<file path="src/hdl/line_rect_clipper_assert.svh">
// ----------------------------------------------------------------------------
// line_rect_clipper_assert: assertion macros
// Concurrent checks that compile away when SYNTH is defined.
// ----------------------------------------------------------------------------
`ifndef LINE_RECT_CLIPPER_ASSERT_SVH
`define LINE_RECT_CLIPPER_ASSERT_SVH
`ifndef SYNTH
`define LRC_ASSERT_IMP(label, clk, rst, ante, cons) \
  label: assert property (@(posedge clk) disable iff (rst) (ante) |-> (cons)) \
    else $error("line_rect_clipper check failed");
`define LRC_ASSERT_NEXT(label, clk, rst, ante, cons) \
  label: assert property (@(posedge clk) disable iff (rst) (ante) |=> (cons)) \
    else $error("line_rect_clipper check failed");
`else
`define LRC_ASSERT_IMP(label, clk, rst, ante, cons)
`define LRC_ASSERT_NEXT(label, clk, rst, ante, cons)
`endif
`endif

</file>
<file path="src/hdl/lrc_pkg.sv">
// ----------------------------------------------------------------------------
// lrc_pkg: line clipper types and constants
// Widths, word types and the edge move shared by the clipper stages.
// ----------------------------------------------------------------------------
package lrc_pkg;

  localparam int COORD_BITS          = 15;
  localparam int SLOPE_FRACTION_BITS = 16;

  localparam int CW  = COORD_BITS;
  localparam int FB  = SLOPE_FRACTION_BITS;
  localparam int DW  = CW + 1;
  localparam int EW  = CW + 2;
  localparam int DDW = CW + 3;
  localparam int QW  = CW + FB;
  localparam int SW  = QW + 1;
  localparam int PW  = DDW + SW;
  localparam int FW  = PW - FB + 1;

  localparam int DIV_STEP   = 4;
  localparam int DIV_STAGES = (QW + DIV_STEP - 1) / DIV_STEP;
  localparam int DIV_LAT    = DIV_STAGES + 1;
  localparam int CORR_LAT   = 2;

  typedef logic signed [CW-1:0]  coord_t;
  typedef logic signed [DW-1:0]  delta_t;
  typedef logic signed [EW-1:0]  edge_t;
  typedef logic signed [DDW-1:0] dist_t;
  typedef logic        [CW-1:0]  mag_t;
  typedef logic        [QW-1:0]  quo_t;
  typedef logic        [CW:0]    rem_t;
  typedef logic signed [SW-1:0]  slope_t;
  typedef logic signed [PW-1:0]  prod_t;
  typedef logic signed [FW-1:0]  wide_t;

  typedef enum logic [1:0] {
    CFG_LEFT,
    CFG_TOP,
    CFG_WIDTH,
    CFG_HEIGHT
  } cfg_idx_t;

  typedef struct packed {
    coord_t start_x;
    coord_t start_y;
    coord_t end_x;
    coord_t end_y;
  } seg_t;

  typedef struct packed {
    coord_t clipped_start_x;
    coord_t clipped_start_y;
    coord_t clipped_end_x;
    coord_t clipped_end_y;
    logic   visible;
  } res_t;

  typedef struct packed {
    coord_t lo_x;
    edge_t  hi_x;
    coord_t lo_y;
    edge_t  hi_y;
  } bounds_t;

  typedef struct packed {
    logic   simple;
    logic   vis_s;
    edge_t  sx1;
    edge_t  sy1;
    edge_t  sx2;
    edge_t  sy2;
    edge_t  nx1;
    edge_t  nx2;
    dist_t  d1;
    dist_t  d2;
    coord_t y1;
    coord_t y2;
  } ctx_t;

  typedef struct packed {
    mag_t adx;
    mag_t ady;
    logic neg;
  } div_in_t;

  typedef struct packed {
    edge_t pos;
    dist_t travel;
  } move_t;

  function automatic move_t move_pt(input edge_t v, input coord_t lo, input edge_t hi);
    move_t m;
    if (v < edge_t'(lo)) begin
      m.pos    = edge_t'(lo);
      m.travel = dist_t'(lo) - dist_t'(v);
    end else if (v > hi) begin
      m.pos    = hi;
      m.travel = dist_t'(hi) - dist_t'(v);
    end else begin
      m.pos    = v;
      m.travel = '0;
    end
    return m;
  endfunction

endpackage

</file>
<file path="src/hdl/lrc_corr.sv">
// ----------------------------------------------------------------------------
// lrc_corr: slope correction unit
// Multiply the moved distance by the slope, then add the floored product
// to the other coordinate. Two register stages.
// ----------------------------------------------------------------------------
module lrc_corr import lrc_pkg::*; (
  input  logic   clk,
  input  logic   en,
  input  wide_t  base,
  input  dist_t  travel,
  input  slope_t slope,
  output wide_t  sum
);

  prod_t prod_q;
  wide_t base_q;

  always_ff @(posedge clk) begin
    if (en) begin
      prod_q <= travel * slope;
      base_q <= base;
      sum    <= base_q + wide_t'(prod_q >>> FB);
    end
  end

endmodule

</file>
<file path="config.mk">
export PLATFORM = sky130hd
export DESIGN_NAME = lrc_corr
export DESIGN_NICKNAME = d
export VERILOG_FILES = /design/src/hdl/line_rect_clipper_assert.svh /design/src/hdl/lrc_pkg.sv /design/src/hdl/lrc_corr.sv
export SDC_FILE = /design/constraint.sdc
export NUM_CORES = 2
export LEC_CHECK = 0
export ABC_AREA = 1
export BUFFER_PORTS_ARGS = -buffer_cell sky130_fd_sc_hd__buf_2
export CAP_MARGIN = 20
export CORE_MARGIN = 1.5
export CORE_UTILIZATION = 35
export CTS_CLUSTER_DIAMETER = 120
export CTS_CLUSTER_SIZE = 8
export DETAILED_ROUTE_END_ITERATION = 12
export SYNTH_ARGS = -nofsm -noshare
export SYNTH_HDL_FRONTEND = slang
export SYNTH_SLANG_ARGS = --single-unit
</file>
<file path="constraint.sdc">
create_clock -name clk -period 6.42 [get_ports clk]
set_input_delay 0 -clock clk [delete_from_list [all_inputs] [get_ports clk]]
set_output_delay 0 -clock clk [all_outputs]
set_load 0.02 [all_outputs]
</file>
==> run summary <==
Once detail routing completed, the nets flagged for antenna violations numbered 0. TritonCTS built the clock tree. Once placement completed, the tool counted placed cells totaling between 4,000 and 5,000. The x dimension of the die is 277.8 um.

The largest family of logic cells by synthesized area is adder cells. The number of endpoints with negative hold slack in the final report was 0. The count of nets after finishing is 4,199. The number of buffers on the longest clock path is 2. After floorplanning, the core was divided into 100 placement rows. The slew at the pin closest to its max-slew limit came out at approximately 0.91 ns. The highest fanout seen on the critical path came out at 16. The worst setup path is captured at a flop. The sequential area share after synthesis came out at 0.1181. The number of levels in the clock H-tree came out at 3. The initial antenna violation count came out at 1.

Setup repair after global routing left no endpoint under its margin. The total inserted antenna cells is 0. The netlist area before placement came out at approximately 26,000 um^2. The number of synthesis warnings came out at 0. Across every metal layer, demand over resource in global routing totals 0.1907.

For this design, the sink count on the clock tree is 104. The adder-cell share of the synthesized area came out at 0.4897. The number of synthesized register bits came out at approximately 100. The total routed wirelength came out at ~71,000 um. The synthesized-area fraction occupied by ao, oa, aoi and oai cells was 0.03786. The area growth from synthesis to layout is 8.362%.

The number of DRC markers in iteration 0 is 1,278. The number of buffers inserted during clock tree synthesis is 9. The portion of synthesized area spent on multiplexers is 0. The biggest area contributor in the post-synthesis netlist is sky130_fd_sc_hd__fa_1. The relative slew slack is 0.3923. The shortest clock period the worst path allows after layout is between 5 and 6 ns.

The hold slack is between 0.15 and 0.2 ns. The core area came out at 74,570 um^2. The highest clock rate came out at between 150 and 200 MHz.

Clock-pin slew was measured on the worst setup and hold paths at roughly 0.08 ns. By area the synthesized netlist is led by sky130_fd_sc_hd__fa_1 42%, sky130_fd_sc_hd__inv_1 14%, sky130_fd_sc_hd__nand2_1 13%. The run finished with clean final reports. Of the total synthesized cell area, the portion taken by XOR and XNOR cells is 0.01590. For this configuration, the core starts out at a cell density of 0.3545. By startpoint and endpoint, the worst setup path is classified as in -> reg. Setup total negative slack on the finished layout was measured at 0 ns. The required time of the worst setup path came out at 6.54 ns. The floorplan die height is 277.8 um.

The tool flagged a number of max-cap violations equal to 0. Once the clock tree was built, the resizer swapped 0 gates to a different size. The simple-gate share of the synthesized area is 0.1801. Of the post-synthesis cell area, the dominant cell type holds 0.4187.

The detailed router placed 20,250 vias in this run. The max-slew violation count came out at 0. The post-CTS repair timing setup buffer count came out at 0. The later-pin clock latency in the skew report is around 0.37 ns. In the routed design, unresolved DRC markers number 0. In this run the tool buffered the top-level ports with between 100 and 150 buffer cells.

The maximum number of pins on one net before global-route repair came out at 54. The detail-routed net length per standard cell came out at ~16 um. The distinct cell type count after synthesis is 38.

The clock tree skew after final layout is about 0.015 ns. The average instance in the mapped netlist occupies between 7 and 8 um^2. The final clock period utilization by the worst path is 0.8930. The number of ports placed on the die boundary is between 100 and 150. The type of origin of the critical path is an input port. The arrival time at the worst endpoint came out at 5.85 ns. Summed over all nets, the half-perimeter wirelength after detailed placement is approximately 61,000 um. CTS placed an instance of sky130_fd_sc_hd__clkbuf_16 at the clock tree root.

The number of setup violations in the final report came out at 0. The min-delay analysis places its worst path in the category in -> reg. In the routed layout, each cell is associated on average with a via count of about 4.6.

The residual overflow from global routing came out at 0. The fraction of layout instances using a drive strength above 1 came out at 0.06180. The global placer's final weighted congestion is slightly above 0.9. The final standard cell count with taps included and fillers excluded is 4,383. The via count of the first global-routing pass came out at roughly 22,000.

The first-pass iteration count of the detailed router is 5. For flop-to-flop paths, the worst setup slack is 3.87 ns. The synthesized instance count came out at 3,335. The post-synth net total came out at between 4,000 and 5,000. The full die area came out at just under 80,000 um^2. The wire length of the first global-routing pass came out at between 100,000 and 150,000 um.
critical path: stages:
cell                       delay (ns)
sky130_fd_sc_hd__buf_2           0.37
sky130_fd_sc_hd__nand2_1         0.09
sky130_fd_sc_hd__inv_1           0.17
sky130_fd_sc_hd__fa_1            0.55
sky130_fd_sc_hd__fa_1            0.58
sky130_fd_sc_hd__ha_1            0.49
sky130_fd_sc_hd__inv_1           0.23
sky130_fd_sc_hd__fa_1            0.52
sky130_fd_sc_hd__inv_1           0.05
sky130_fd_sc_hd__fa_1            0.52
sky130_fd_sc_hd__inv_1           0.05
sky130_fd_sc_hd__fa_1            0.47
sky130_fd_sc_hd__inv_1           0.04
sky130_fd_sc_hd__ha_1            0.33
sky130_fd_sc_hd__a21oi_1         0.32
sky130_fd_sc_hd__o21ai_0         0.23
sky130_fd_sc_hd__a21oi_1         0.26
sky130_fd_sc_hd__a21boi_0        0.32
sky130_fd_sc_hd__nand3_1         0.11
sky130_fd_sc_hd__nand2_1         0.07
sky130_fd_sc_hd__nand2_1         0.06
per-layer routing:
layer	vias up	share of wire	global-route usage	wire, um
met5	-	0.00018	0	13
met4	2	0.013	0.03111	957
met3	74	0.052	0.01811	3721
met2	547	0.48	0.3299	34210
met1	9972	0.46	0.2625	32560
li1	9653	-	-	-
synth_stat cells, drive strengths merged:
library cell	n
inv	994
a21o	7
fa	553
nand3	58
nand4	24
a31oi	8
edfxtp	104
a21boi	2
xnor2	13
o21bai	10
ha	150
nor4	4
nor3	10
nor2	167
or2	7
buf	12
o21ai	59
nand3b	5
a21oi	89
clkbuf	107
xor2	35
o21a	6
nand2	911
area by class of cell:
type / count / area, um^2
clock buffer: 9 / 225.2
clock inverter: 7 / 73.82
fill: 7721 / 45920
inverter: 994 / 3731
multi-input combinational: 2118 / 19130
sequential: 104 / 3123
tap: 969 / 1212
timing repair buffer: 182 / 1154
worst paths after layout:
path                              from                   end  cells after the start
setup / recovery             travel[0]  prod_q[39]$_DFFE_PP_                     21
hold / removal                      en   base_q[5]$_DFFE_PP_                      1
setup reg to reg   base_q[0]$_DFFE_PP_     sum[28]$_DFFE_PP_                     15
hold reg to reg   prod_q[16]$_DFFE_PP_      sum[0]$_DFFE_PP_                      1
cells in the final DEF, fill, tap and decap left out, drive strengths merged:
cell,n
inv,997
nand2,911
fa,553
nor2,167
ha,150
buf,147
edfxtp,104
a21oi,89
o21ai,59
nand3,58
xor2,35
dlygate4sd3,35
nand4,24
xnor2,13
o21bai,10
nor3,10
clkbuf,9
a31oi,8
a21o,7
or2,7
o21a,6
nand3b,5
nor4,4
clkinv,4
a21boi,2
flip-flops by register name, indices dropped and copies added, names as in the netlist:
register	cells
prod_q	34
base_q	35
sum	35
stage by stage:
stage	setup WS, ns	area [um^2]	utilization
2_1_floorplan	0.9233	26440	-
3_3_place_gp	0.3371	28000	0.3755
3_5_place_dp	0.3313	28000	0.3755
4_1_cts	0.6983	28650	0.3842
5_1_grt	0.3704	28650	0.3842
6_report	0.6870	28650	0.3842
cells by family after synthesis:
| logic type | after synthesis |
|---|---|
| buffers and inverters | 1113 |
| AND/OR/NAND/NOR | 1186 |
| XOR/XNOR | 48 |
| AO/OA/AOI/OAI | 181 |
| flip-flops | 104 |
| adder cells (fa/ha/maj) | 703 |
timing repair:
action,CTS,global route
hold buffers,35,0
hold endpoints to repair,35,0
setup endpoints to repair,0,0
Power is left out: the tool's default activity adds up to more than one toggle a clock period on the data nets, which glitch-free logic cannot reach.
