--- src/hdl/line_rect_clipper_assert.svh ---
// ----------------------------------------------------------------------------
// line_rect_clipper_assert: assertion macros
// Concurrent checks that compile away when SYNTH is defined.
// ----------------------------------------------------------------------------
`ifndef LINE_RECT_CLIPPER_ASSERT_SVH
`define LINE_RECT_CLIPPER_ASSERT_SVH
`ifndef SYNTH
`define LRC_ASSERT_IMP(label, clk, rst, ante, cons) \
  label: assert property (@(posedge clk) disable iff (rst) (ante) |-> (cons)) \
    else $error("line_rect_clipper check failed");
`define LRC_ASSERT_NEXT(label, clk, rst, ante, cons) \
  label: assert property (@(posedge clk) disable iff (rst) (ante) |=> (cons)) \
    else $error("line_rect_clipper check failed");
`else
`define LRC_ASSERT_IMP(label, clk, rst, ante, cons)
`define LRC_ASSERT_NEXT(label, clk, rst, ante, cons)
`endif
`endif

--- src/hdl/lrc_pkg.sv ---
// ----------------------------------------------------------------------------
// lrc_pkg: line clipper types and constants
// Widths, word types and the edge move shared by the clipper stages.
// ----------------------------------------------------------------------------
package lrc_pkg;

  localparam int COORD_BITS          = 15;
  localparam int SLOPE_FRACTION_BITS = 16;

  localparam int CW  = COORD_BITS;
  localparam int FB  = SLOPE_FRACTION_BITS;
  localparam int DW  = CW + 1;
  localparam int EW  = CW + 2;
  localparam int DDW = CW + 3;
  localparam int QW  = CW + FB;
  localparam int SW  = QW + 1;
  localparam int PW  = DDW + SW;
  localparam int FW  = PW - FB + 1;

  localparam int DIV_STEP   = 4;
  localparam int DIV_STAGES = (QW + DIV_STEP - 1) / DIV_STEP;
  localparam int DIV_LAT    = DIV_STAGES + 1;
  localparam int CORR_LAT   = 2;

  typedef logic signed [CW-1:0]  coord_t;
  typedef logic signed [DW-1:0]  delta_t;
  typedef logic signed [EW-1:0]  edge_t;
  typedef logic signed [DDW-1:0] dist_t;
  typedef logic        [CW-1:0]  mag_t;
  typedef logic        [QW-1:0]  quo_t;
  typedef logic        [CW:0]    rem_t;
  typedef logic signed [SW-1:0]  slope_t;
  typedef logic signed [PW-1:0]  prod_t;
  typedef logic signed [FW-1:0]  wide_t;

  typedef enum logic [1:0] {
    CFG_LEFT,
    CFG_TOP,
    CFG_WIDTH,
    CFG_HEIGHT
  } cfg_idx_t;

  typedef struct packed {
    coord_t start_x;
    coord_t start_y;
    coord_t end_x;
    coord_t end_y;
  } seg_t;

  typedef struct packed {
    coord_t clipped_start_x;
    coord_t clipped_start_y;
    coord_t clipped_end_x;
    coord_t clipped_end_y;
    logic   visible;
  } res_t;

  typedef struct packed {
    coord_t lo_x;
    edge_t  hi_x;
    coord_t lo_y;
    edge_t  hi_y;
  } bounds_t;

  typedef struct packed {
    logic   simple;
    logic   vis_s;
    edge_t  sx1;
    edge_t  sy1;
    edge_t  sx2;
    edge_t  sy2;
    edge_t  nx1;
    edge_t  nx2;
    dist_t  d1;
    dist_t  d2;
    coord_t y1;
    coord_t y2;
  } ctx_t;

  typedef struct packed {
    mag_t adx;
    mag_t ady;
    logic neg;
  } div_in_t;

  typedef struct packed {
    edge_t pos;
    dist_t travel;
  } move_t;

  function automatic move_t move_pt(input edge_t v, input coord_t lo, input edge_t hi);
    move_t m;
    if (v < edge_t'(lo)) begin
      m.pos    = edge_t'(lo);
      m.travel = dist_t'(lo) - dist_t'(v);
    end else if (v > hi) begin
      m.pos    = hi;
      m.travel = dist_t'(hi) - dist_t'(v);
    end else begin
      m.pos    = v;
      m.travel = '0;
    end
    return m;
  endfunction

endpackage

--- src/hdl/lrc_div.sv ---
// ----------------------------------------------------------------------------
// lrc_div: pipelined slope divider
// Restoring division of num * 2^FB by den, DIV_STEP quotient bits per stage,
// sign applied in a last stage; quotient truncated toward zero.
// ----------------------------------------------------------------------------
module lrc_div import lrc_pkg::*; (
  input  logic   clk,
  input  logic   en,
  input  mag_t   num,
  input  mag_t   den,
  input  logic   neg,
  output slope_t quo
);

  rem_t rem_q [DIV_STAGES];
  quo_t dq_q  [DIV_STAGES];
  mag_t den_q [DIV_STAGES];
  logic neg_q [DIV_STAGES];

  for (genvar s = 0; s < DIV_STAGES; s++) begin : g_stage
    rem_t r_in;
    quo_t q_in;
    mag_t d_in;
    logic n_in;
    rem_t r_out;
    quo_t q_out;

    if (s == 0) begin : g_first
      assign r_in = '0;
      assign q_in = {num, {FB{1'b0}}};
      assign d_in = den;
      assign n_in = neg;
    end else begin : g_next
      assign r_in = rem_q[s-1];
      assign q_in = dq_q[s-1];
      assign d_in = den_q[s-1];
      assign n_in = neg_q[s-1];
    end

    always_comb begin
      rem_t r;
      quo_t q;
      r = r_in;
      q = q_in;
      for (int j = 0; j < DIV_STEP; j++) begin
        if (s * DIV_STEP + j < QW) begin
          r = {r[CW-1:0], q[QW-1]};
          q = {q[QW-2:0], 1'b0};
          if (r >= rem_t'(d_in)) begin
            r    = r - rem_t'(d_in);
            q[0] = 1'b1;
          end
        end
      end
      r_out = r;
      q_out = q;
    end

    always_ff @(posedge clk) begin
      if (en) begin
        rem_q[s] <= r_out;
        dq_q[s]  <= q_out;
        den_q[s] <= d_in;
        neg_q[s] <= n_in;
      end
    end
  end

  always_ff @(posedge clk) begin
    if (en) begin
      quo <= neg_q[DIV_STAGES-1] ? -slope_t'(dq_q[DIV_STAGES-1])
                                 : slope_t'(dq_q[DIV_STAGES-1]);
    end
  end

endmodule

--- config.mk ---
export PLATFORM = sky130hd
export DESIGN_NAME = lrc_div
export DESIGN_NICKNAME = d
export VERILOG_FILES = /design/src/hdl/line_rect_clipper_assert.svh /design/src/hdl/lrc_pkg.sv /design/src/hdl/lrc_div.sv
export SDC_FILE = /design/constraint.sdc
export NUM_CORES = 2
export LEC_CHECK = 0
export BUFFER_PORTS_ARGS = -buffer_cell sky130_fd_sc_hd__buf_2
export CAP_MARGIN = 40
export CORE_ASPECT_RATIO = 0.9
export CORE_MARGIN = 2
export CORE_UTILIZATION = 55
export CTS_BUF_LIST = sky130_fd_sc_hd__clkbuf_2 sky130_fd_sc_hd__clkbuf_4 sky130_fd_sc_hd__clkbuf_8
export DETAILED_ROUTE_END_ITERATION = 10
export HOLD_SLACK_MARGIN = 0.02
export PLACE_DENSITY_LB_ADDON = 0.12
export SLEW_MARGIN = 20
export SYNTH_ARGS = -nofsm -noshare
export SYNTH_HDL_FRONTEND = slang
export SYNTH_SLANG_ARGS = --single-unit
--- constraint.sdc ---
create_clock -name clk -period 10.4 [get_ports clk]
set_input_delay 0 -clock clk [delete_from_list [all_inputs] [get_ports clk]]
set_output_delay 0 -clock clk [all_outputs]
set_load 0.02 [all_outputs]
==> run_results.csv <==
group,metric,value,unit
timing,fmax,101,MHz
logic_synthesis,synth_top_area_share,33.0,%
critical_path,crit_top_cell,"ha_1",
timing,setup-tns-final,0,ps
cells_and_area,diodes,0,
routing,initialDrtViolationCount,2495,
die,die_h,252,µm
logic_synthesis,synth_fp_nets,4491,
hold_path,holdPathEnd,"dq_q[0][20]",
cells_and_area,area_growth,12.8,%
logic_synthesis,ys_top_cells_by_area,"edfxtp_1 33%, ha_1 15%, xnor2_1 5.5%",
critical_path,startpoint_type,"flip-flop",
hold_path,holdCritStartpoint,"num[0]",
critical_path,cp.required,10770,ps
critical_path,r2r-end,"rem_q[6][2]",
logic_synthesis,syn_area,37700,µm²
place,port_buffers,64,
routing,antenna_left,0,
clock_network,cts_buffers,72,
routing,dr.pass1.iters,5,
critical_path,cpMaxStageDelayCell,"edfxtp_1",
logic_synthesis,ys.flop_type,"edfxtp_1",
logic_synthesis,synth.avg_cell_area,9.42,µm²
logic_synthesis,ys.warnings.count,0,
critical_path,ff2ff_path_depth,41,
clock_network,cts.path.max_buffers,3,
timing,slew_headroom,35.0,%
cells_and_area,fillCellCount,5817,
grt,grt_max_degree,153,
logic_synthesis,synth_sequential_area_ratio,33.0,%
timing,tightest_slew,975,ps
logic_synthesis,synthDistinctLibCells,95,
critical_path,path_max_fanout,15,
routing,wl_met1,47900,µm
status,status,"complete, no violations",
grt,grt_antenna_before_repair,1,
logic_synthesis,synthDominantAreaCellType,"edfxtp_1",
die,start_util,55.2,%
timing,min_period,9920,ps
die,ios,65,
logic_synthesis,syn_inst,3998,
critical_path,timing.rr.start,"den_q[5][11]",
die,rows,91,
timing,finalCritPeriodShare,95.3,%
clock_network,path_clk_slew,60,ps
critical_path,max_stage_delay,490,ps
clock_network,h-tree-depth,3,
place,place_hpwl,77500,µm
timing,hold_viol,0,
critical_path,r2r_setup_slack,480,ps
grt,grtUsageTotal,27.2,%
die,fp.coreArea,68200,µm²
routing,wire_per_inst,18.6,µm
routing,num_vias,31000,
critical_path,setup.worst_path.end_class,"flip-flop",
clock_network,worst_skew_pair.late_latency,660,ps
hold_path,hp-class,"input port to flip-flop",
timing,clock_skew,45.7,ps
clock_network,cts_tree,"built",
hold_path,min_path_cells,2,
logic_synthesis,async_flop_share,0,%
grt,grt_pass1_vias,28800,
place,place.gp.congestion,0.928,
timing,timing.final.max_slew_violations,0,
critical_path,worstSetupPathType,"flip-flop to flip-flop",
cells_and_area,final_nets,4792,
flow_run,cap_violations,0,
timing,setup-violations-final,0,
logic_synthesis,synth-seq-cells,414,
clock_network,cts.sinks,414,
die,dieArea,70600,µm²
routing,met3_length,5030,µm
routing,drc,0,
logic_synthesis,synth_edf_count,414,
routing,drt_wl_total,97400,µm
cells_and_area,drive_gt1_share,15.6,%
clock_network,root_buffer,"clkbuf_8",
die,dieWidth,280,µm
grt,grt_pass1_wl,154000,µm
critical_path,worstPathArrival,10280,ps
routing,dr_wl_met2,42000,µm
routing,topRoutingLayerUsed,"met4",
routing,vias_per_cell,5.93,
grt,overflow,0,
metal layers:
layer  vias to the layer above  track usage, %
met5                         -               0
met4                         0            6.98
met3                       147            3.88
met2                       799            41.6
met1                     14500            40.4
li1                      15600               -
critical path: cells and delay by family (launching register included):
kind / cells / cell delay, ps
flip-flops: 1 / 490
multiplexers: 3 / 1020
buffers and inverters: 5 / 800
adder cells (fa/ha/maj): 4 / 1270
AND/OR/NAND/NOR: 5 / 640
AO/OA/AOI/OAI: 24 / 5390
what timing repair did:
action,in CTS,in global routing
pin swaps,1,12
gates cloned,0,0
setup buffers,2,13
endpoints found under the hold margin,133,0
resized for setup,4,86
endpoints found under the setup margin,29,96
hold buffers,36,0
stage by stage:
stage	hold WS (ps)	utilization (%)	worst slack [ps]	cell area, µm²	std cells
4_1_cts	24.2	61.8	56.3	42200	5223
3_3_place_gp	177	59.0	-335	40200	5054
2_1_floorplan	98.9	-	16.0	37700	3998
3_5_place_dp	178	59.1	-209	40300	5057
5_1_grt	36.8	62.3	-19.5	42500	5236
6_report	75.7	62.3	485	42500	5236
cells in the final DEF, fill, tap and decap left out, types with 20 or more instances in the layout:
master / n
nand4_1: 56
buf_4: 192
nor2b_1: 60
inv_1: 275
a21boi_0: 20
o21a_1: 60
or2_2: 26
xnor2_1: 235
a211oi_1: 23
o31ai_1: 41
nand2b_1: 76
nor2_1: 282
a21oi_1: 289
or3_1: 27
o21ai_0: 247
a21o_1: 111
buf_2: 63
ha_1: 434
mux2i_1: 32
xor2_1: 104
a31oi_1: 27
edfxtp_1: 414
nand3_1: 77
nand2_1: 255
nor3_1: 115
dlygate4sd3_1: 36
clkbuf_8: 75
and2_1: 32
and3_1: 29
mux2_2: 144
o211ai_1: 24
o221ai_1: 21
o21bai_1: 23
cell families after synthesis:
kind of cell | count (synthesis) | share of synthesized area [%]
AOI/OAI and AO/OA | 1113 | 19.3
and+or+nand+nor | 1108 | 14.4
buffers and inverters | 368 | 3.83
muxes | 196 | 5.93
adders and majority gates | 460 | 15.7
xor gates and xnor gates | 339 | 7.88
DFF | 414 | 33.0
state kept, by name, indices dropped and copies added (netlist names):
name   cells
den_q    105
dq_q     164
neg_q      8
quo       32
rem_q    105
synthesized netlist by cell type (all sizes together) (29+ instances only):
cell	count
ha	441
edfxtp	414
a21oi	297
inv	289
nor2	287
o21ai	269
nand2	257
xnor2	235
mux2	161
nor3	117
a21o	111
xor2	104
nand3	78
nand2b	76
o21a	61
nor2b	60
nand4	56
o31ai	50
clkbuf	49
mux2i	35
and2	33
a211oi	31
a31oi	31
and3	29
worst max path at each step:
stage,end,start,depth (start not counted),slack (ps)
floorplan,rem_q[4][2],den_q[3][0],47,20
global placement,rem_q[4][5],den_q[3][4],40,-330
detailed placement,rem_q[4][3],rem_q[3][0],41,-210
CTS,rem_q[4][4],rem_q[3][0],41,60
global route,rem_q[5][1],den_q[4][3],48,-20
finish,rem_q[6][2],den_q[5][11],41,480
layout make-up:
class                      count  area [µm²]  share of cell area (%)
multi-input combinational   3216       24100                    56.7
sequential                   414       12400                    29.2
timing repair buffer         301        2290                    5.39
clock buffer                  94        1170                    2.76
inverter                     294        1110                    2.61
tap                          883        1100                    2.60
clock inverter                34         282                   0.662
Power is left out: the tool's default activity adds up to more than one toggle a clock period on the data nets, which glitch-free logic cannot reach.
