### src/hdl/line_rect_clipper_assert.svh
// ----------------------------------------------------------------------------
// line_rect_clipper_assert: assertion macros
// Concurrent checks that compile away when SYNTH is defined.
// ----------------------------------------------------------------------------
`ifndef LINE_RECT_CLIPPER_ASSERT_SVH
`define LINE_RECT_CLIPPER_ASSERT_SVH
`ifndef SYNTH
`define LRC_ASSERT_IMP(label, clk, rst, ante, cons) \
  label: assert property (@(posedge clk) disable iff (rst) (ante) |-> (cons)) \
    else $error("line_rect_clipper check failed");
`define LRC_ASSERT_NEXT(label, clk, rst, ante, cons) \
  label: assert property (@(posedge clk) disable iff (rst) (ante) |=> (cons)) \
    else $error("line_rect_clipper check failed");
`else
`define LRC_ASSERT_IMP(label, clk, rst, ante, cons)
`define LRC_ASSERT_NEXT(label, clk, rst, ante, cons)
`endif
`endif

### src/hdl/lrc_pkg.sv
// ----------------------------------------------------------------------------
// lrc_pkg: line clipper types and constants
// Widths, word types and the edge move shared by the clipper stages.
// ----------------------------------------------------------------------------
package lrc_pkg;

  localparam int COORD_BITS          = 15;
  localparam int SLOPE_FRACTION_BITS = 16;

  localparam int CW  = COORD_BITS;
  localparam int FB  = SLOPE_FRACTION_BITS;
  localparam int DW  = CW + 1;
  localparam int EW  = CW + 2;
  localparam int DDW = CW + 3;
  localparam int QW  = CW + FB;
  localparam int SW  = QW + 1;
  localparam int PW  = DDW + SW;
  localparam int FW  = PW - FB + 1;

  localparam int DIV_STEP   = 4;
  localparam int DIV_STAGES = (QW + DIV_STEP - 1) / DIV_STEP;
  localparam int DIV_LAT    = DIV_STAGES + 1;
  localparam int CORR_LAT   = 2;

  typedef logic signed [CW-1:0]  coord_t;
  typedef logic signed [DW-1:0]  delta_t;
  typedef logic signed [EW-1:0]  edge_t;
  typedef logic signed [DDW-1:0] dist_t;
  typedef logic        [CW-1:0]  mag_t;
  typedef logic        [QW-1:0]  quo_t;
  typedef logic        [CW:0]    rem_t;
  typedef logic signed [SW-1:0]  slope_t;
  typedef logic signed [PW-1:0]  prod_t;
  typedef logic signed [FW-1:0]  wide_t;

  typedef enum logic [1:0] {
    CFG_LEFT,
    CFG_TOP,
    CFG_WIDTH,
    CFG_HEIGHT
  } cfg_idx_t;

  typedef struct packed {
    coord_t start_x;
    coord_t start_y;
    coord_t end_x;
    coord_t end_y;
  } seg_t;

  typedef struct packed {
    coord_t clipped_start_x;
    coord_t clipped_start_y;
    coord_t clipped_end_x;
    coord_t clipped_end_y;
    logic   visible;
  } res_t;

  typedef struct packed {
    coord_t lo_x;
    edge_t  hi_x;
    coord_t lo_y;
    edge_t  hi_y;
  } bounds_t;

  typedef struct packed {
    logic   simple;
    logic   vis_s;
    edge_t  sx1;
    edge_t  sy1;
    edge_t  sx2;
    edge_t  sy2;
    edge_t  nx1;
    edge_t  nx2;
    dist_t  d1;
    dist_t  d2;
    coord_t y1;
    coord_t y2;
  } ctx_t;

  typedef struct packed {
    mag_t adx;
    mag_t ady;
    logic neg;
  } div_in_t;

  typedef struct packed {
    edge_t pos;
    dist_t travel;
  } move_t;

  function automatic move_t move_pt(input edge_t v, input coord_t lo, input edge_t hi);
    move_t m;
    if (v < edge_t'(lo)) begin
      m.pos    = edge_t'(lo);
      m.travel = dist_t'(lo) - dist_t'(v);
    end else if (v > hi) begin
      m.pos    = hi;
      m.travel = dist_t'(hi) - dist_t'(v);
    end else begin
      m.pos    = v;
      m.travel = '0;
    end
    return m;
  endfunction

endpackage

### src/hdl/lrc_front.sv
// ----------------------------------------------------------------------------
// lrc_front: segment classification stage
// Sort vertical, horizontal and general segments, reject trivially, clamp
// the axis-aligned cases and set up the x edge move and divider operands.
// ----------------------------------------------------------------------------
module lrc_front import lrc_pkg::*; (
  input  logic    clk,
  input  logic    en,
  input  seg_t    seg,
  input  bounds_t bnd,
  output ctx_t    ctx,
  output div_in_t dvi
);

  ctx_t    ctx_next;
  div_in_t dvi_next;

  function automatic edge_t clamp_c(input coord_t v, input coord_t lo, input edge_t hi);
    edge_t r;
    if (edge_t'(v) < edge_t'(lo)) r = edge_t'(lo);
    else if (edge_t'(v) > hi) r = hi;
    else r = edge_t'(v);
    return r;
  endfunction

  always_comb begin
    delta_t         dx;
    delta_t         dy;
    logic [DW-1:0]  ax;
    logic [DW-1:0]  ay;
    logic           lx1, lx2, gx1, gx2, ly1, ly2, gy1, gy2;
    logic           vert, horz, rej;
    edge_t          cx1, cx2, cy1, cy2;
    move_t          m1, m2;

    dx = delta_t'(seg.end_x) - delta_t'(seg.start_x);
    dy = delta_t'(seg.end_y) - delta_t'(seg.start_y);
    ax = dx[DW-1] ? -dx : dx;
    ay = dy[DW-1] ? -dy : dy;

    lx1 = seg.start_x < bnd.lo_x;
    lx2 = seg.end_x < bnd.lo_x;
    gx1 = edge_t'(seg.start_x) > bnd.hi_x;
    gx2 = edge_t'(seg.end_x) > bnd.hi_x;
    ly1 = seg.start_y < bnd.lo_y;
    ly2 = seg.end_y < bnd.lo_y;
    gy1 = edge_t'(seg.start_y) > bnd.hi_y;
    gy2 = edge_t'(seg.end_y) > bnd.hi_y;

    vert = seg.start_x == seg.end_x;
    horz = !vert && (seg.start_y == seg.end_y);

    if (vert) rej = (ly1 && ly2) || (gy1 && gy2) || lx1 || gx1;
    else if (horz) rej = (lx1 && lx2) || (gx1 && gx2) || ly1 || gy1;
    else rej = (lx1 && lx2) || (gx1 && gx2) || (ly1 && ly2) || (gy1 && gy2);

    cx1 = clamp_c(seg.start_x, bnd.lo_x, bnd.hi_x);
    cx2 = clamp_c(seg.end_x, bnd.lo_x, bnd.hi_x);
    cy1 = clamp_c(seg.start_y, bnd.lo_y, bnd.hi_y);
    cy2 = clamp_c(seg.end_y, bnd.lo_y, bnd.hi_y);

    m1 = move_pt(edge_t'(seg.start_x), bnd.lo_x, bnd.hi_x);
    m2 = move_pt(edge_t'(seg.end_x), bnd.lo_x, bnd.hi_x);

    ctx_next.simple = vert || horz || rej;
    ctx_next.vis_s  = 1'b0;
    ctx_next.sx1    = edge_t'(seg.start_x);
    ctx_next.sy1    = edge_t'(seg.start_y);
    ctx_next.sx2    = edge_t'(seg.end_x);
    ctx_next.sy2    = edge_t'(seg.end_y);
    if (!rej && vert) begin
      ctx_next.sy1   = cy1;
      ctx_next.sy2   = cy2;
      ctx_next.vis_s = cy1 != cy2;
    end else if (!rej && horz) begin
      ctx_next.sx1   = cx1;
      ctx_next.sx2   = cx2;
      ctx_next.vis_s = cx1 != cx2;
    end
    ctx_next.nx1 = m1.pos;
    ctx_next.nx2 = m2.pos;
    ctx_next.d1  = m1.travel;
    ctx_next.d2  = m2.travel;
    ctx_next.y1  = seg.start_y;
    ctx_next.y2  = seg.end_y;

    dvi_next.adx = ax[CW-1:0];
    dvi_next.ady = ay[CW-1:0];
    dvi_next.neg = dx[DW-1] ^ dy[DW-1];
  end

  always_ff @(posedge clk) begin
    if (en) begin
      ctx <= ctx_next;
      dvi <= dvi_next;
    end
  end

endmodule

### config.mk
export PLATFORM = sky130hd
export DESIGN_NAME = lrc_front
export DESIGN_NICKNAME = d
export VERILOG_FILES = /design/src/hdl/line_rect_clipper_assert.svh /design/src/hdl/lrc_pkg.sv /design/src/hdl/lrc_front.sv
export SDC_FILE = /design/constraint.sdc
export NUM_CORES = 1
export LEC_CHECK = 0
export BUFFER_PORTS_ARGS = -buffer_cell sky130_fd_sc_hd__buf_2
export CORE_ASPECT_RATIO = 1.75
export CORE_UTILIZATION = 51
export DETAILED_ROUTE_END_ITERATION = 16
export GPL_ROUTABILITY_DRIVEN = 0
export HOLD_SLACK_MARGIN = 0.05
export PLACE_DENSITY = 0.78
export SLEW_MARGIN = 20
export SYNTH_ARGS = -nofsm -noshare
export SYNTH_HDL_FRONTEND = slang
export SYNTH_SLANG_ARGS = --single-unit
### constraint.sdc
create_clock -name clk -period 3.91 [get_ports clk]
set_input_delay 0.5865 -clock clk [delete_from_list [all_inputs] [get_ports clk]]
set_output_delay 0.5865 -clock clk [all_outputs]
set_load 0.01 [all_outputs]
==> out/results.ini, run 1 <==
[clocking]
cts_tree=done
root_buffer=clkbuf_16
numClockSinks=201
cts_setup_buffers=0
clockBufferDepth=3
clkTransAtPathRegs_ps=70
cts_buffers=19
cts_max_level=1
cts_hold_buf=0

[cells_and_area]
layout.nets=2500
n_fill_cell=2229
multi_input_area_sq_mm=0.00885
final_layout_size_suffix_gt1_frac=0.347
post-route-cell-area_sq_mm=0.0206
diodes=0
area_growth_syn_to_layout_pct=33.3
regArea_sq_mm=0.00604

[route]
firstDrtPassIters=6
vias=15590
via_per_inst=5.98
drc=0
dr.first_iter.drc_count=1266
drtAntennaViolNets=0
routedWlPerCell_microns=22.0
drt_wl_total_microns=57300

[power]
combPwrFrac=0.409
p_total_uw=7760
p_int_uw=5070
ir_drop_uv=320
power-per-cell-area_mw_per_mm2=376
sw_frac_of_total=0.347
leakagePower_uw=0.00962
clockPowerShare=0.230
p_seq_frac=0.361
p_sw_uw=2690

[synthesis]
synth_area_per_cell_sq_um=9.81
synth_edf_count=201
synth_ff_type=edfxtp_1
syn_inst=1577
ys_async_sr_fraction=0
ys_warn_count=0
synth-seq-cells=201
ys_types=79
ys_seq_area_frac=0.390
syn_area_sq_mm=0.0155
syn_nets=1867

[setup_path]
cp_max_fo=16
worst-endpoint-arrival_ps=4100
critical-path-top-delay-family=compound AO/OA/AOI/OAI gates
critPathCaptureType=flop
path_buf_inv=4
worstPathRequired_ps=4170
max_stage_delay_ps=370
start_kind=primary input
crit_top_cell=inv_1
path_class=in2reg
cp_cell_sequence=buf_2 > inv_1 > buf_4 > ha_1 > inv_1 > fa_1 > a211oi_2 > o21a_1 > o31a_1 > o311a_4 > nor2_8 > mux2i_1 > o21ai_1 > xnor2_2 > nand4_1 > nor4_1 > and4_1 > o22ai_1
crit_slowest_cell=o31a_1

[die]
core_area_sq_mm=0.0300
start_util=0.516
io_pins=327
dieArea_sq_mm=0.0311
num_rows=84
die_w_microns=134
die_h_microns=232

[global_route]
grt_pass1_vias=15772
grt_max_degree=83
track_usage=0.364
grt_pass1_wl_microns=84800
antenna_found_initial=0
overflow=0

[timing]
setup_viol=0
finalHoldViolCount=0
slew_headroom=0.528
min_period_ps=3830
finalCritPeriodShare=0.981
report.final.slew_viol_count=0
tightest_slew_ps=708
holdWs_ps=313
fmax_mhz=261
rsz0062_at_grt=true

[hold_path]
hold_class=in2reg

[job]
drv_cap=0

[placed_design]
hpwl_microns=45700
placed_area_sq_mm=0.0200
portBuffers=326

[run_status]
outcome=complete, no violations

==> repair_timing <==
action                     CTS  global route
gates resized for setup      1            18
pin swaps                    0             3
setup endpoints to repair    1            39
==> cells in the mapped netlist, types with 4 or more instances <==
master,instances,area share
a31oi_1,27,0.011
mux2_2,41,0.030
o21bai_1,10,0.0049
xnor2_1,77,0.044
nor2_1,88,0.021
o211ai_1,9,0.0044
clkbuf_1,25,0.0061
buf_2,13,0.0042
a21boi_0,5,0.0024
o21ai_0,108,0.035
o31a_1,4,0.0023
and4_1,7,0.0040
o22ai_1,26,0.011
nor3_1,28,0.0091
xor2_1,41,0.023
nand2b_1,17,0.0069
nor2b_1,21,0.0085
o31ai_1,10,0.0049
or3_1,19,0.0077
a211o_1,5,0.0028
a21oi_1,107,0.035
a211oi_1,11,0.0053
a21o_1,39,0.019
o21a_1,11,0.0053
fa_1,6,0.0078
nand2_1,133,0.032
nand3_1,24,0.0078
a31o_2,6,0.0034
and2_1,9,0.0036
or2_2,5,0.0020
nand4_1,20,0.0081
nor4_1,4,0.0016
ha_1,158,0.13
o21ai_1,18,0.0058
inv_1,125,0.030
edfxtp_1,201,0.39
mux2i_1,36,0.023
o2111ai_1,5,0.0028
and3_1,9,0.0036
==> kinds of logic after synthesis <==
family,count (synthesis),synth area share
adder cells (fa/ha/maj),164,0.136
flip-flops,201,0.390
AND/OR/NAND/NOR,402,0.127
AO/OA/AOI/OAI,443,0.181
XOR/XNOR,118,0.0668
buffers and inverters,170,0.0441
multiplexers,79,0.0551
==> through the flow <==
stage	setup TNS, ps	util	cells	setup WS [ps]
floorplan	0	-	1577	175
global placement	-12480	0.667	2576	-472
detailed placement	-20010	0.667	2576	-546
CTS	0	0.685	2606	59.8
global route	-51.7	0.689	2606	-51.7
finish	0	0.689	2606	75.4
==> layout make-up <==
cell class | instances | share of cell area
well taps | 387 | 0.0235
clock buffers | 22 | 0.0236
repair buffers | 657 | 0.205
clock inverters | 8 | 0.00334
multi-input cells | 1206 | 0.429
flip-flops and latches | 201 | 0.293
inverters | 125 | 0.0227
==> layout by cell type (no fill, tap or decap), drive strengths merged, types with 26 or more instances in the layout <==
cell and n:
nor2 90, ha 158, a21o 39, a21oi 110, o21ai 128, xor2 41
inv 125, mux2i 36, a31oi 27, xnor2 77, nand2 133, nor3 28
edfxtp 201, o22ai 26, buf 656, mux2 43
==> routing by layer <==
layer  part of all wire  GRT usage  vias up  routed length [microns]
met5                  0          0        -                        0
met4               0.11      0.345        0                     6020
met3              0.070     0.0534      335                     3990
met2               0.51      0.666      954                    29300
met1               0.31      0.343     7201                    17900
li1                   -          -     7100                        -
==> state kept, by name, summed over array words and instances, names as in the netlist <==
signal	count
ctx	170
dvi	31
==> worst paths after layout <==
kind / from / endpoint / slack, ps / depth (start not counted)
worst min-delay path: seg[13] / ctx[13] / 310 / 1
worst max-delay path: bnd[32] / ctx[168] / 80 / 18
==> power by group through the flow <==
stage                     Sequential (uW)  Clock [uW]  Combinational, uW
after floorplan                      2990           0               1440
after global placement               2840           0               2970
after detailed placement             2850           0               3050
after CTS                            2800        1800               3080
after global routing                 2820        1860               3390
final                                2800        1780               3170
No activity file was read; power rests on OpenSTA's default activity.
==> run 2: changes to the inputs <==
--- a/config.mk
+++ b/config.mk
@@ -6,12 +6,13 @@
 export NUM_CORES = 1
 export LEC_CHECK = 0
 export BUFFER_PORTS_ARGS = -buffer_cell sky130_fd_sc_hd__buf_2
-export CORE_ASPECT_RATIO = 1.75
+export CORE_ASPECT_RATIO = 0.6
 export CORE_UTILIZATION = 51
 export DETAILED_ROUTE_END_ITERATION = 16
 export GPL_ROUTABILITY_DRIVEN = 0
 export HOLD_SLACK_MARGIN = 0.05
 export PLACE_DENSITY = 0.78
+export RECOVER_POWER = 25
 export SLEW_MARGIN = 20
 export SYNTH_ARGS = -nofsm -noshare
 export SYNTH_HDL_FRONTEND = slang
==> run 2 against run 1 <==
Effect of this change:
- the run now ends with max-capacitance violations, max-slew violations, negative setup slack left
- final area down 1.5%
- global-route usage up 0.85 points
- first-iteration DRC count up 69%
- maximum frequency down 2.4%
- worst setup slack worse by 94 ps
- wire length up 3.9%
- critical endpoint unchanged
- highest routed layer is now met5
==> out/results.ini, run 2 (synthesis results as in run 1) <==
[placed_design]
dp_cells=2533  ; -1.7%
portBuffers=326  ; unchanged
hpwl_microns=47200  ; +3.3%
dp_slack_ps=-650  ; -104 ps

[timing]
finalCritPeriodShare=1.00  ; +0.0240
min_period_ps=3930  ; +93.9 ps
fin_setup_tns_ps=-18.5  ; -18.5 ps
tightest_slew_ps=1930  ; +1220 ps
slew_headroom=-0.284  ; -0.812
report.final.slew_viol_count=75  ; +75
finalHoldViolCount=0  ; unchanged
setup_ws_ps=-18.5  ; -93.9 ps
fmax_mhz=255  ; -2.4%
setup_viol=1  ; +1

[die]
io_pins=327  ; unchanged
core_area_sq_mm=0.0292  ; -2.4%
die_h_microns=137  ; -41%
num_rows=48  ; -43%
die_w_microns=227  ; +70%
dieArea_sq_mm=0.0311  ; about the same
start_util=0.529  ; +0.0125

[cells_and_area]
final_common_cell=buf_2
finalNonFillerCells=2588  ; -0.69%
utilization=0.694  ; +0.00575
layout_common_cells=buf_2 (316), buf_4 (257), edfxtp_1 (201)
largest_register_ff_count=170  ; unchanged
top_register=ctx
final_layout_size_suffix_gt1_frac=0.323  ; -0.0233
layout.nets=2458  ; -1.7%
area_growth_syn_to_layout_pct=31.3
largest_registers=ctx x170, dvi x31
n_fill_cell=2284  ; +2.5%

[global_route]
track_usage=0.373  ; +0.00853
antenna_found_initial=8  ; +8
overflow=0  ; unchanged
grt_pass1_vias=14790  ; -6.2%
grt_max_degree=75  ; -9.6%
grt_pass1_wl_microns=85600  ; +0.90%

[setup_path]
path_class=in2reg
cp_max_fo=12  ; -4
critPathCaptureType=flop
worstPathRequired_ps=4160  ; about the same
max_stage_delay_ps=500  ; +130 ps
start_kind=primary input
crit_slowest_cell=a2111oi_0
worst-endpoint-arrival_ps=4180  ; +80 ps
cp_cell_sequence=clkbuf_1 > ha_1 > a2111oi_0 > o21ai_0 > a21oi_1 > a21oi_2 > buf_4 > nor2_1 > a31oi_1 > xnor2_1 > nand4_1 > nor4_2 > o22ai_1

[route]
drt_wl_total_microns=59500  ; +3.9%
routedWlPerCell_microns=23.0  ; +4.7%
via_per_inst=6.12  ; +2.3%
vias=15844  ; +1.6%
dr.first_iter.drc_count=2142  ; +69%
drc=0  ; unchanged
drtAntennaViolNets=0  ; unchanged
firstDrtPassIters=8  ; +2

[power]
combPwrFrac=0.399  ; -0.010
p_seq_frac=0.356  ; -0.005
ir_drop_uv=282  ; -12%
p_total_uw=7880  ; +1.6%
p_int_uw=5120  ; +0.98%
power-per-cell-area_mw_per_mm2=388  ; +3.2%
p_sw_uw=2760  ; +2.7%
clockPowerShare=0.245  ; +0.015
sw_frac_of_total=0.351  ; +0.00387
leakagePower_uw=0.00931  ; -3.2%

[clocking]
cts_buffers=21  ; +2
clkTransAtPathRegs_ps=70  ; about the same
clockBufferDepth=3  ; unchanged
cts_tree=done
root_buffer=clkbuf_16
numClockSinks=201  ; unchanged
cts_max_level=1  ; unchanged
cts_hold_buf=0  ; unchanged

[run_status]
outcome=complete, but fails checks
violations=max-capacitance violations, max-slew violations, negative setup slack

[job]
drv_cap=1  ; +1

[hold_path]
hold_class=in2reg
holdPathStages=2  ; +1

run 2: changes by cell type in the layout (fill, tap and decap cells not counted), moves of 3 or more:
cell,change
buf_4,-64
clkbuf_1,+34
buf_2,-9
diode_2,+7
a21oi_1,-5
a21oi_2,+4
a31oi_1,+3
a31oi_2,-3
clkbuf_2,+3
fa_1,-3
fa_2,+3
run 2: critical path, delay by kind of cell:
family                   cells  cell delay (ps)
adder cells (fa/ha/maj)      1              340
XOR/XNOR                     1              380
AND/OR/NAND/NOR              3              680
AO/OA/AOI/OAI                6             1580
buffers and inverters        2              610
run 2: layout make-up:
| cell class | instances | area, sq um | area share |
|---|---|---|---|
| multi-input combinational | 1206 | 8890 | 0.438 |
| timing repair buffer | 613 | 3780 | 0.186 |
| clock inverter | 8 | 65.1 | 0.00320 |
| inverter | 125 | 472 | 0.0232 |
| sequential | 201 | 6040 | 0.297 |
| clock buffer | 28 | 552 | 0.0272 |
| tap | 400 | 500 | 0.0246 |
| antenna | 7 | 17.5 | 0.000862 |
run 2: power groups by stage:
stage | clock [uW] | combinational [uW] | sequential (uW)
floorplan | 0 | 1440 | 2990
global placement | 0 | 2860 | 2840
detailed placement | 0 | 2950 | 2840
CTS | 1930 | 2980 | 2800
global route | 2010 | 3340 | 2830
finish | 1930 | 3150 | 2800
run 2: per-stage QoR:
stage	hold WS (ps)	cell area [sq um]
floorplan	685	15500
global placement	838	19600
detailed placement	847	19600
CTS	317	20200
global route	411	20300
finish	414	20300
run 2: final timing paths:
kind | slack, ps | to | startpoint
max | -20 | ctx[168] | seg[35]
min | 410 | ctx[159] | seg[53]
run 2: timing repair:
action	CTS	global route
pin swaps	0	25
setup endpoints to repair	1	31
setup buffers	0	12
resized for setup	2	31
run 2: layer usage:
metal,vias to the layer above,share of wire,track usage
met5,-,0.00086,0
li1,7047,-,-
met2,1196,0.38,0.477
met1,7351,0.41,0.526
met4,6,0.043,0.142
met3,244,0.17,0.182
